===== src/plb_pkg.sv =====
`timescale 1ns / 1ps
// Shared types and constants of the price-level book update block.
// No dependencies; every other file of the block but plb_ifs uses this package.
package plb_pkg;

    localparam int NUM_INSTRUMENTS = 4;
    localparam int MAX_LEVELS      = 64;
    localparam int MAX_OUT_LEVELS  = 25;
    localparam int VALUE_BITS      = 48;

    localparam int FIELD_W     = 48;
    localparam int INST_W      = 2;
    localparam int LVL_W       = 5;
    localparam int DEPTH_W     = 5;
    localparam int DEPTH_RESET = 5;
    localparam int PADDR_W     = 3;
    localparam int PDATA_W     = 32;
    localparam int REG_DEPTH   = 0;

    localparam int INST_IDX_W = (NUM_INSTRUMENTS > 1) ? $clog2(NUM_INSTRUMENTS) : 1;
    localparam int BOOK_W     = INST_IDX_W + 1;
    localparam int BOOK_CNT   = NUM_INSTRUMENTS * 2;
    localparam int CNT_W      = $clog2(MAX_LEVELS + 1);
    localparam int POS_W      = $clog2(MAX_LEVELS);
    localparam int OUTN_W     = $clog2(MAX_OUT_LEVELS + 1);

    typedef logic [VALUE_BITS-1:0] t_value;

    typedef struct packed {
        t_value price;
        t_value volume;
    } t_level;

    typedef enum logic [1:0] {
        MODE_NONE,
        MODE_OVW,
        MODE_DEL,
        MODE_INS
    } t_mode;

    typedef struct packed {
        logic              cmp;
        logic              apply;
        t_mode             mode;
        logic [BOOK_W-1:0] book;
        t_value            price;
        t_value            volume;
    } t_cell_ctl;

    typedef enum logic [2:0] {
        S_IDLE,
        S_CMP,
        S_APPLY,
        S_HEAD,
        S_CROSS,
        S_EMIT
    } t_state;

    typedef struct packed {
        logic [INST_W-1:0] instrument;
        logic              side;
        t_value            price;
        t_value            volume;
        logic              end_of_message;
    } t_request;

    typedef struct packed {
        logic [INST_W-1:0]  instrument_out;
        logic               side_out;
        logic [LVL_W-1:0]   level_index;
        logic [FIELD_W-1:0] level_price;
        logic [FIELD_W-1:0] level_volume;
        logic               crossed;
        logic               overflowed;
        logic               last_result;
    } t_result;

endpackage


===== src/plb_cell.sv =====
`timescale 1ns / 1ps
// One rank of the sorted level tables: holds that rank for every book.
// Depends on plb_pkg; trades entries with its neighbors on insert and delete.
module plb_cell (
    input  logic               i_clk,
    input  logic               i_rst_n,
    input  plb_pkg::t_cell_ctl i_ctl,
    input  logic               i_live,
    input  logic               i_left_before,
    input  plb_pkg::t_level    i_left,
    input  plb_pkg::t_level    i_right,
    output plb_pkg::t_level    o_entry,
    output logic               o_before,
    output logic               o_eq
);

    plb_pkg::t_level r_tab [plb_pkg::BOOK_CNT];
    plb_pkg::t_level w_cur;
    plb_pkg::t_level w_new;
    logic            r_before;
    logic            r_eq;
    logic            w_desc;

    assign w_cur    = r_tab[i_ctl.book];
    assign w_desc   = ~i_ctl.book[0];
    assign w_new    = '{price: i_ctl.price, volume: i_ctl.volume};
    assign o_entry  = w_cur;
    assign o_before = r_before;
    assign o_eq     = r_eq;

    always_ff @(posedge i_clk) begin
        if (!i_rst_n) begin
            r_before <= 1'b0;
            r_eq     <= 1'b0;
        end else if (i_ctl.cmp) begin
            r_before <= i_live && (w_desc ? (w_cur.price > i_ctl.price)
                                          : (w_cur.price < i_ctl.price));
            r_eq     <= i_live && (w_cur.price == i_ctl.price);
        end
    end

    always_ff @(posedge i_clk) begin
        if (i_ctl.apply) begin
            case (i_ctl.mode)
                plb_pkg::MODE_OVW: begin
                    if (r_eq) r_tab[i_ctl.book].volume <= i_ctl.volume;
                end
                plb_pkg::MODE_DEL: begin
                    if (!r_before) r_tab[i_ctl.book] <= i_right;
                end
                plb_pkg::MODE_INS: begin
                    if (!r_before) begin
                        r_tab[i_ctl.book] <= i_left_before ? w_new : i_left;
                    end
                end
                default: begin
                end
            endcase
        end
    end

endmodule


===== config.mk =====
export PLATFORM = sky130hd
export DESIGN_NAME = plb_cell
export DESIGN_NICKNAME = d
export VERILOG_FILES = /design/src/plb_pkg.sv /design/src/plb_cell.sv
export SDC_FILE = /design/constraint.sdc
export NUM_CORES = 1
export LEC_CHECK = 0
export ABC_CLOCK_PERIOD_IN_PS = 8100
export BUFFER_PORTS_ARGS = -buffer_cell sky130_fd_sc_hd__buf_4
export CAP_MARGIN = 20
export CORE_UTILIZATION = 43
export CTS_CLUSTER_SIZE = 20
export DETAILED_ROUTE_END_ITERATION = 12
export PLACE_DENSITY = 0.73
export SETUP_SLACK_MARGIN = 0.15
export SLEW_MARGIN = 30
export SYNTH_ARGS = -nofsm -noshare
export SYNTH_HDL_FRONTEND = slang
export SYNTH_SLANG_ARGS = --single-unit

===== constraint.sdc =====
create_clock -name i_clk -period 8.1 [get_ports i_clk]
set_input_delay 0.81 -clock i_clk [delete_from_list [all_inputs] [get_ports i_clk]]
set_output_delay 0.81 -clock i_clk [all_outputs]
set_load 0.005 [all_outputs]

## Word-level counts from Yosys, hierarchy flattened

Memory sizes are Yosys's and may differ from the RTL's.
Index checks and enable logic that the tools add are counted.

| cells by class | value |
|---|---|
| $lt $le $gt $ge | 2 |
| equality and inequality tests | 4 |
| multiplexer cells | 16 |
| bitwise gates (word level) | 3 |
| reductions and logical operators | 2 |

Operators with widths:

| operator | number |
|---|---|
| $mux 48 | 3 |
| $mux 96 | 1 |
| $eq 48x48->1 | 1 |
| $gt 48x48->1 | 1 |
| $lt 48x48->1 | 1 |
| $mux 1 | 12 |
| $eq 2x2->1 const B | 2 |
| $or 1x1->1 | 3 |
| $eq 2x1->1 const B | 1 |
| $logic_and 1x1->1 | 2 |

| word-level totals | value |
|---|---|
| register bits after elaboration | 2 |
| bits in writable memories | 768 |
| input bits | 299 |
| output and inout port bits | 98 |
| word-level logic and storage cells | 30 |
| memories | 1 |

Memory list:

| name | depth | width | rd ports | clocked after Yosys merged registers in | write ports | RTL line | RTL |
|---|---|---|---|---|---|---|---|
| r_tab | 8 | 96 | 1 | 0 | 1 | plb_cell.sv:17 | `plb_pkg::t_level r_tab [plb_pkg::BOOK_CNT];` |

## Depth between registers and ports, before layout

| logic depth | value |
|---|---|
| depth in word-level cells | 6 |
| depth in mapped cells | 14 |
| gate-level depth less buffers | 11 |

## Least setup slack after synthesis

OpenSTA, ideal clock, no wires.

| path | value |
|---|---|
| path type | input port to flip-flop |
| from | input port i_ctl[100] (netlist name) |
| to | memory r_tab[0][48] (netlist name), enable pin |
| library setup time | 0.454 ns |
| arrival | 3.548 ns |
| data required time | 7.646 ns |
| path slack | 4.099 ns |
| stages on the path | 5 |
| path buffers | 2 |
| cells stage by stage | nand2_1 or2_2 clkbuf_1 clkbuf_1 nor2_1 |

| between the ends | value |
|---|---|
| cells in the longest elaborated chain, start to end | 5 |
| elaborated cells on any way between the ends | 9 |
| those cells by class | 2 x eq/ne; 6 x mux; 1 x bitwise |

RTL lines:

| item | RTL line | RTL |
|---|---|---|
| from (decl) | plb_cell.sv:7 | `input plb_pkg::t_cell_ctl i_ctl,` |
| $eq 2x2->1 | plb_cell.sv:44 | `case (i_ctl.mode)` |
| $mux 1 | plb_cell.sv:44 |  |
| $mux 1 | plb_cell.sv:43 | `if (i_ctl.apply) begin` |
| $mux 1 (on tied branches) | plb_cell.sv:49, plb_cell.sv:53 |  |
| $or 1x1->1 (no line) * | n/a |  |
| to (decl) | plb_cell.sv:17 |  |

Every way passes the cells marked *; elsewhere a longest branch is shown, timed or not.

## Worst setup path after layout

| path | value |
|---|---|
| from | input port i_ctl[96] (netlist name) |
| to | register r_before, in the netlist o_before |

| between the ends | value |
|---|---|
| cells in the longest elaborated chain, start to end | 4 |
| elaborated cells on any way between the ends | 5 |
| those cells by class | 2 x order compare; 1 x mux; 1 x reduce/logical; 1 x memory |

RTL lines:

| item | RTL line | RTL |
|---|---|---|
| $mem_v2 8x96 | n/a |  |
| $gt 48x48->1 / $lt 48x48->1 (equally long branches) | plb_cell.sv:36, plb_cell.sv:37 |  |
| $mux 1 * | plb_cell.sv:36 | `r_before <= i_live && (w_desc ? (w_cur.price > i_ctl.price)` |
| $logic_and 1x1->1 * | plb_cell.sv:36 |  |
| to (signal assigned) | plb_cell.sv:36 |  |
| to (decl) | plb_cell.sv:20 | `logic r_before;` |

Marks and branches as above.
A chain may end at the register's enable or synchronous reset.

==> impl_metrics.ini <==
[floorplanning]
die_w_um = 270
die_y_um = 270
core.rowCount = 97
start_util_pct = 43.7
fp.coreArea_um2 = 70400
design.portCount = 397
overall_die_area_um2 = 72700

[cts]
post_cts_resized = 0
clock_tree_from_tritoncts = yes
clk_latency_ns = 0.62
cts-root-buf = clkbuf_16
cts.hold.buffers_added = 0
cts_buffers = 73
htree_levels = 3
cts_sinks = 770
clk_pin_slew_ns = 0.06
number_of_buffers_between_clock_root_and_the_deepest_sink = 3
cts_setup_buffers = 0

[cells_and_area]
finalNetCount = 2654
stdcell_count = 3307
layout_cell_share_with_drive_strength_beyond_1_pct = 24.2
area.growth.synth_to_final_pct = 21.0

[setup_path]
critPathRequiredTime_ns = 8.64
timing.critical_path.from_type = primary input
ff2ff_path_depth = 4
cpMostUsedCell = buf_4
timing.critical_path.to_type = register
crit_path_cell_trace = buf_4, and3b_4, buf_4, a22oi_1, nand4_1, ha_1, and4_1, and4bb_2, a221o_1, a2bb2oi_1, and3_1, mux2i_1
timing.critical_path.arrival_ns = 4.90
crit_cells = 12
critical_path.max_fanout = 56
critical_path.slowest_cell = buf_4
crit_path_max_incr_delay_ns = 0.84
crit_path_category = primary input to register
number_of_buffer_and_inverter_stages_on_the_critical_path = 2
path_delay_family = simple AND/OR/NAND/NOR gates

[sta]
slew_viol_final = 0
fmax_ghz = 0.229
timing.slew.headroom_pct = 29.3
fin_tns_setup_ns = 0
report.final.hold_viol_count = 0
rsz0062_at_grt = false
whs_ns = 0.475
final.setup_skew_ns = 0.0162
worstMarginPinSlew_ns = 1.05
timing.final.crit_share_pct = 53.8
post-route-min-period_ns = 4.36
setup_viol_count_final = 0

[run_status]
status = completed

[pwr]
total_power_uw = 8710
power_per_cell_area_nw_per_um2 = 234
vdd.ir_drop.worst_uv = 140
leakage_power_summed_over_all_cells_uw = 0.0128

[global_route]
grt_pass1_vias = 19785
grt.overflow.total = 0
grt_pass1_wl_um = 129000
globalRouteTotalUtil_pct = 24.0
antenna_found_initial = 3
grt_max_degree = 97

[yosys]
synthesis.yosys.warnings = 0
async_flop_share_pct = 0
synth_edf_count = 768
nets_in_the_synthesized_netlist = 2284
synth_top_area_share_pct = 74.9
synth_seq_cells = 770
synth_largest_area_cell = edfxtp_1
syn-mean-instance-area_um2 = 15.9
synth.yosys.seq_area_share_pct = 75.0
syn_inst_count = 1937
ys_dominant_reg_cell = edfxtp_1
mappedNetlistArea_um2 = 30800
synthMostInstantiatedCell = edfxtp_1
synthTopCellsByCount = edfxtp_1 (768), a22oi_1 (384), nand4_1 (99)
ys_types = 47
ranking_of_synthesized_cells_by_area = edfxtp_1 (75%), a22oi_1 (9.4%), nand4_1 (2.0%), ha_1 (2.0%), mux2i_1 (1.6%)

[place]
placed_cells = 3172
hpwl_after_detailed_placement_um = 54700
port-buffer-count = 396
gp_routability_congestion = 0.993

[hold_path]
worst_hold_path_cells = 2
class_of_the_most_critical_hold_timing_path = primary input to register

[routing]
detail_route.vias_per_cell = 6.07
route.detailed.drc = 0
drt_iter0_drc = 1984
topRoutingLayerUsed = met5
drt-total-wl_um = 89600
drt_pass1_iterations = 5
met2_wirelength_um = 42900
wl_met1_um = 34300
dr_wl_met3_um = 9430
via_count = 20064
ant_nets = 0
wl_per_cell_um = 27.1

[run]
timing.max_cap.violations = 0
per-stage QoR:
| step | util, % | setup WS [ns] | cell area (µm²) |
|---|---|---|---|
| after floorplan | - | 4.10 | 30800 |
| after global placement | 49.4 | 3.36 | 34800 |
| after detailed placement | 49.5 | 3.23 | 34800 |
| after CTS | 52.9 | 3.91 | 37200 |
| after global routing | 52.9 | 3.78 | 37200 |
| final | 52.9 | 3.74 | 37300 |
layout by cell type, fill, tap and decap left out, drive strengths merged, types with 3 or more instances in the layout:
master      n
ha         48
a21oi      64
nand4     102
nand2b     48
nand2      63
clkinv     30
edfxtp    768
nor2       17
a21o        8
and3        4
inv        54
nand3       5
o21ai      51
and4        4
bufinv      8
nor3b       3
clkinvlp    3
o31ai      48
mux2i      50
buf       432
o22ai      50
a22oi     384
and2        4
clkbuf     88
registers in the layout, indices dropped and copies added (netlist names):
name,count
o_eq,1
r_tab,768
o_before,1
worst paths after layout:
kind                   from            to  slack (ns)
hold reg to reg        o_eq          o_eq        0.82
setup / recovery  i_ctl[96]      o_before        3.74
setup reg to reg   o_before  r_tab[1][37]        5.04
hold / removal      i_rst_n          o_eq        0.47
worst reg2reg max path, stage by stage (launching register included):
cell and delay [ns]:
dfxtp_1 0.65, or2_2 0.53, buf_4 0.55, o31ai_1 0.18
a21oi_1 0.81
cell type report:
type,instances,area (µm²)
fill,5628,33100
sequential,770,23100
multi-input combinational,980,7070
timing repair buffer,432,3310
clock buffer,88,1930
tap,940,1180
clock inverter,45,464
inverter,50,188
antenna,2,5.00
kinds of logic after synthesis:
| kind of cell | synth area share (%) |
|---|---|
| AO/OA/AOI/OAI | 14.0 |
| adder cells (fa/ha/maj) | 1.95 |
| buffers and inverters | 2.53 |
| flip-flops | 75.0 |
| multiplexers | 1.63 |
| AND/OR/NAND/NOR | 4.92 |
per-layer routing:
metal  vias up  track usage (%)
met5         -                0
met4         4             8.22
met3       163             5.33
met2      1340             39.5
met1      9851             31.5
li1       8706                -
where the power goes:
| part | internal [µW] | switching (µW) | leakage (µW) | total, µW |
|---|---|---|---|---|
| clock network | 1970 | 1440 | 0.00117 | 3410 |
| registers | 4490 | 14.5 | 0.00696 | 4510 |
| logic | 300 | 492 | 0.00472 | 792 |
| total | 6760 | 1950 | 0.0128 | 8710 |
(Power assumes the default switching activity.)
